File: config.mk
export PLATFORM = sky130hd
export DESIGN_NAME = gra_div
export DESIGN_NICKNAME = d
export VERILOG_FILES = /design/src/rtl/core/gra_pkg.sv /design/src/rtl/core/gra_div.sv
export SDC_FILE = /design/constraint.sdc
export NUM_CORES = 1
export LEC_CHECK = 0
export BUFFER_PORTS_ARGS = -buffer_cell sky130_fd_sc_hd__buf_4
export CORE_UTILIZATION = 50
export CTS_BUF_LIST = sky130_fd_sc_hd__clkbuf_16
export CTS_CLUSTER_SIZE = 8
export DETAILED_ROUTE_END_ITERATION = 8
export PLACE_DENSITY = 0.76
export SYNTH_ARGS = -nofsm -noshare
export SYNTH_HDL_FRONTEND = slang
export SYNTH_SLANG_ARGS = --single-unit
File: constraint.sdc
create_clock -name clock -period 4.6 [get_ports clock]
set_input_delay 0.92 -clock clock [delete_from_list [all_inputs] [get_ports clock]]
set_output_delay 0.92 -clock clock [all_outputs]
set_load 0.03 [all_outputs]
File: src/rtl/core/gra_pkg.sv
// Shared types, constants and the arctangent table for the GPS reference averager.
// No dependencies; every other file of the block imports this package.
package gra_pkg;

   // Configuration register indexes.
   typedef enum logic [1:0] {
      CSR_SAT_THRESHOLD   = 2'd0,
      CSR_SAMPLE_TARGET   = 2'd1,
      CSR_STABILITY_LIMIT = 2'd2,
      CSR_UNUSED          = 2'd3
   } csr_index_type;

   // Result status codes.
   typedef enum logic [1:0] {
      STATUS_REJECTED = 2'd0,
      STATUS_ACCEPTED = 2'd1,
      STATUS_REF_SET  = 2'd2,
      STATUS_POSITION = 2'd3
   } status_type;

   localparam int COSINE_STEPS_DEFAULT = 18;

   localparam logic [7:0]  SAT_THRESHOLD_RESET   = 8'd10;
   localparam logic [15:0] SAMPLE_TARGET_RESET   = 16'd500;
   localparam logic [19:0] STABILITY_LIMIT_RESET = 20'd10;

   // Serial divider geometry: accumulated magnitude over the sample count.
   localparam int DIVIDEND_W = 48;
   localparam int DIVISOR_W  = 16;

   // 11.1195 mm per 1e-7 degree in Q5.24.
   localparam logic signed [28:0] MM_PER_UNIT_Q24 = 29'sd186554253;

   // CORDIC start value (gain-compensated) in Q4.30 and a quarter turn in 1e-7 degree.
   localparam logic signed [33:0] CORDIC_START_X = 34'sd652032874;
   localparam logic [32:0]        QUARTER_TURN   = 33'd900000000;

   // Arctangent of 2^-i in 1e-7 degree, rounded to nearest.
   function automatic logic [28:0] atan_lookup(input logic [4:0] idx);
      logic [28:0] val;
      case (idx)
         5'd0:  val = 29'd450000000;
         5'd1:  val = 29'd265650512;
         5'd2:  val = 29'd140362435;
         5'd3:  val = 29'd71250163;
         5'd4:  val = 29'd35763344;
         5'd5:  val = 29'd17899106;
         5'd6:  val = 29'd8951737;
         5'd7:  val = 29'd4476142;
         5'd8:  val = 29'd2238105;
         5'd9:  val = 29'd1119057;
         5'd10: val = 29'd559529;
         5'd11: val = 29'd279765;
         5'd12: val = 29'd139882;
         5'd13: val = 29'd69941;
         5'd14: val = 29'd34971;
         5'd15: val = 29'd17485;
         5'd16: val = 29'd8743;
         5'd17: val = 29'd4371;
         5'd18: val = 29'd2186;
         5'd19: val = 29'd1093;
         5'd20: val = 29'd546;
         5'd21: val = 29'd273;
         5'd22: val = 29'd137;
         5'd23: val = 29'd68;
         5'd24: val = 29'd34;
         5'd25: val = 29'd17;
         5'd26: val = 29'd9;
         5'd27: val = 29'd4;
         5'd28: val = 29'd2;
         5'd29: val = 29'd1;
         5'd30: val = 29'd1;
         default: val = 29'd0;
      endcase
      return val;
   endfunction

endpackage

File: src/rtl/core/gra_div.sv
// Restoring serial divider, one quotient bit per cycle, unsigned operands.
// Depends on gra_pkg for the default operand widths.
module gra_div import gra_pkg::*; #(
   parameter int DIVIDEND_BITS = DIVIDEND_W,
   parameter int DIVISOR_BITS  = DIVISOR_W
) (
   input  logic                     clock,
   input  logic                     reset,
   input  logic                     start,
   input  logic [DIVIDEND_BITS-1:0] dividend,
   input  logic [DIVISOR_BITS-1:0]  divisor,
   output logic                     done,
   output logic [DIVIDEND_BITS-1:0] quotient
);

   localparam int CNT_W = $clog2(DIVIDEND_BITS);

   logic                     busy_ff, busy_in;
   logic                     done_ff, done_in;
   logic [CNT_W-1:0]         cnt_ff, cnt_in;
   logic [DIVISOR_BITS-1:0]  rem_ff, rem_in;
   logic [DIVISOR_BITS-1:0]  dsr_ff, dsr_in;
   logic [DIVIDEND_BITS-1:0] quo_ff, quo_in;
   logic [DIVISOR_BITS:0]    trial;
   logic [DIVISOR_BITS:0]    diff;

   assign trial = {rem_ff, quo_ff[DIVIDEND_BITS-1]};
   assign diff  = trial - {1'b0, dsr_ff};

   always_comb begin
      busy_in = busy_ff;
      done_in = 1'b0;
      cnt_in  = cnt_ff;
      rem_in  = rem_ff;
      dsr_in  = dsr_ff;
      quo_in  = quo_ff;
      if (start) begin
         busy_in = 1'b1;
         cnt_in  = '0;
         rem_in  = '0;
         dsr_in  = divisor;
         quo_in  = dividend;
      end else if (busy_ff) begin
         // The quotient bit replaces the dividend bit just shifted out.
         if (!diff[DIVISOR_BITS]) begin
            rem_in = diff[DIVISOR_BITS-1:0];
            quo_in = {quo_ff[DIVIDEND_BITS-2:0], 1'b1};
         end else begin
            rem_in = trial[DIVISOR_BITS-1:0];
            quo_in = {quo_ff[DIVIDEND_BITS-2:0], 1'b0};
         end
         cnt_in = cnt_ff + 1'b1;
         if (cnt_ff == CNT_W'(DIVIDEND_BITS - 1)) begin
            busy_in = 1'b0;
            done_in = 1'b1;
         end
      end
   end

   always_ff @(posedge clock) begin
      if (reset) begin
         busy_ff <= 1'b0;
         done_ff <= 1'b0;
         cnt_ff  <= '0;
      end else begin
         busy_ff <= busy_in;
         done_ff <= done_in;
         cnt_ff  <= cnt_in;
      end
      rem_ff <= rem_in;
      dsr_ff <= dsr_in;
      quo_ff <= quo_in;
   end

   assign done     = done_ff;
   assign quotient = quo_ff;

endmodule

==> run metrics <==
Die Outline Area=between 0.009 and 0.01 mm²; fraction of power consumed by combinational cells=0.207; CP Data Arrival Time=roughly 2800 ps; setup-violating endpoint count in the final report=0; layout cells sized above 1=0.4033; max frequency=between 300 and 400 MHz; routing layer with the top usage in global route=met2; R2R depth=10; Post-Synthesis Cells=362; count of distinct cell types in the synthesized netlist=50; Die W=95.95 µm; startpoint of the most critical register-to-register path=quotient[47]; largest net degree at the start of global routing=84; unrepaired setup endpoints after global routing=false; fin crit share=0.5671; syn nets=~450; met3 usage=0.09084; vias in the first global route=3261; total CTS buffers=9; Non-Filler Cell Area, Final=0.005673 mm²; Core ar.=0.008382 mm²; routed vias/inst=between 5 and 6; initial core utilization=0.5265; largest buffer count on any clock path=2; Leakage Power=2.323 nW; buffer count from post-CTS setup fixing=0; worst flop-to-flop path endpoint=rem_ff[5]; sum of internal, switching and leakage power=2.212 mW; number of antenna cells inserted=0; number of routed nets with antenna violations=0; most common flop cell mapped by yosys=sky130_fd_sc_hd__edfxtp_1; overflow left after global routing=0; setup slack after layout=1992 ps; synthesized area per cell=12.19 µm²; # hold bufs at CTS=0; fraction of met1 tracks used by global routing=0.2621; path type of the worst min-delay path=reg2reg; met2 track utilization from global routing=0.3875; vias after detailed routing=approximately 3200; number of core rows=33; part of the total power dissipated in the clock network=0.354; CTS clock-pin slew for the worst setup and hold paths=~60 ps; register-to-register setup slack=1990 ps; First-pass DRT Iterations=4; final weighted congestion in routability-driven placement=0.7892; Switching Fraction=0.2722; power density over cell area=390.0 mW/mm²; top fanout value on the critical path=15; final-layout setup total negative slack=0 ps; worst hold margin=about 490 ps; H-Tree Depth=3; cell type of the slowest stage on the worst timing path=sky130_fd_sc_hd__edfxtp_1; register area share after synthesis=0.5444; hold path endpoint=cnt_ff[5]; max_cap viols=0; total cell area at the placement stage=0.005354 mm²; mean routed wirelength per cell=16.62 µm; element type at the critical path start=flip-flop; worst-case clock skew=5.935 ps; Sink Count=88; cell chain of the critical path=inv_1, ha_1, fa_1, nor2b_4, o31ai_2, a32oi_2, a21o_4, xnor2_4, nand2_1, a311oi_1; IR Drop Worst-Case VDD=between 200 and 300 µV; register bit total from synthesis=88; post-placement cell count=570; latest clock arrival within the worst-skew pair=between 300 and 400 ps; Finished Core Util=0.6768; number of warnings issued by yosys=0; Largest stage delay, worst path=~420 ps; global router's overall resource usage=0.2298; cell-internal power=1.610 mW; CTS Root Buffer Type=sky130_fd_sc_hd__clkbuf_16; worst-margin pin slew=slightly above 1000 ps; iteration-0 DRC count of the detailed router=167; Final Instance Count excl. Fillers=586; commonest cells after routing, fill and taps aside=sky130_fd_sc_hd__buf_4 (117), sky130_fd_sc_hd__edfxtp_1 (64), sky130_fd_sc_hd__mux2_2 (47); relative contribution of sequential cells to total power=0.439; startpoint-to-endpoint class of the critical path=reg2reg; global-route wire length before repair=15640 µm; NumNets Final=561; commonest non-fill, non-tap cell in the layout=sky130_fd_sc_hd__buf_4; Hold Vio Cnt, Final=0; Total Routed Length=between 9000 and 10000 µm; CTS tree=yes; cell area after technology mapping=0.004413 mm²; IO buf count=115; area growth from synthesis to layout=28.55%; number of fillers in the final layout=612; required arrival time at the worst endpoint=a little under 5000 ps; result of the run=complete, no violations; worst hold start=cnt_ff[5]; Pins Over Slew Limit=0; number of flops mapped to enable cells by yosys=64; worst slack at placement=1981 ps; asr flop ratio synth=0; Gates resized, CTS repair=0; relative slew slack=0.3220; kind of end point of the critical path=flip-flop; final critical delay including setup and external delays=2608 ps; number of primary I/O pins=116; Switch Pwr=602.3 µW; number of antenna violations at the first check in global routing=0; Vert. Die Dim=95.95 µm; HPWL after detailed placement=6853 µm; count of cells along the worst hold path=2; number of remaining DRC errors=0
-- worst max path at each step --
stage / from / endpoint
after CTS: quotient[47] / rem_ff[5]
after global routing: quotient[47] / rem_ff[10]
after floorplan: start / quotient[0]
after global placement: start / rem_ff[13]
final: quotient[47] / rem_ff[5]
after detailed placement: start / rem_ff[14]
-- power by group through the flow --
stage	sequential, mW	clock, mW	combinational (mW)
2_1_floorplan	1.07	0	0.210
3_3_place_gp	0.985	0	0.448
3_5_place_dp	0.987	0	0.457
4_1_cts	0.972	0.802	0.459
5_1_grt	0.980	0.836	0.493
6_report	0.972	0.783	0.458
-- final cells by class --
class,instances,area (µm²),area share
Clock inverter,7,93.84,0.01654
Tap cell,105,131.4,0.02316
Timing Repair Buffer,117,878.3,0.1548
Clock buffer,9,225.2,0.03970
Sequential cell,88,2402,0.4235
Inverter,22,82.58,0.01456
Multi-Input combinational cell,238,1859,0.3277
-- sequential cells by signal (all words and copies together) (netlist names) --
name	cells
rem_ff	16
dsr_ff	16
busy_ff	1
quotient	48
done	1
cnt_ff	6
-- kinds of logic after synthesis --
logic type,synth area share
compound gates,0.1043
flops,0.5444
buf+inv,0.03431
fa+ha+maj,0.05274
xor+xnor,0.04820
simple gates,0.09385
mux,0.1222
-- synth_stat cells (2+ instances only) --
library cell,count,area share
sky130_fd_sc_hd__edfxtp_1,64,0.44
sky130_fd_sc_hd__mux2_2,47,0.12
sky130_fd_sc_hd__nand2_1,38,0.032
sky130_fd_sc_hd__dfxtp_1,24,0.11
sky130_fd_sc_hd__nor2_1,24,0.020
sky130_fd_sc_hd__inv_1,22,0.019
sky130_fd_sc_hd__ha_1,17,0.048
sky130_fd_sc_hd__a21oi_1,16,0.018
sky130_fd_sc_hd__o21ai_0,9,0.010
sky130_fd_sc_hd__xnor2_1,9,0.018
sky130_fd_sc_hd__xor2_1,9,0.018
sky130_fd_sc_hd__clkbuf_1,7,0.0060
sky130_fd_sc_hd__o21ai_1,7,0.0079
sky130_fd_sc_hd__nand3_1,6,0.0068
sky130_fd_sc_hd__a311oi_2,5,0.017
sky130_fd_sc_hd__nand2b_1,5,0.0071
sky130_fd_sc_hd__nor3_1,5,0.0057
sky130_fd_sc_hd__a311oi_1,4,0.0079
sky130_fd_sc_hd__a32oi_1,4,0.0079
sky130_fd_sc_hd__buf_1,4,0.0034
sky130_fd_sc_hd__nand4_1,4,0.0057
sky130_fd_sc_hd__buf_6,2,0.0051
sky130_fd_sc_hd__nor2b_1,2,0.0028
sky130_fd_sc_hd__xnor2_4,2,0.012
-- worst max-delay path: cells and delay by family, from the launching register on --
kind,cells,cell delay (ps)
AOI/OAI and AO/OA,4,1000
buffers and inverters,1,80
DFF,1,420
xor gates and xnor gates,1,390
and+or+nand+nor,2,190
adders and majority gates,2,430
-- routing by layer --
metal,up-vias,wire [µm]
li1,1556,-
met4,0,143
met5,-,0
met1,1513,4044
met3,11,832
met2,112,4722
No activity file was read; power rests on OpenSTA's default activity.
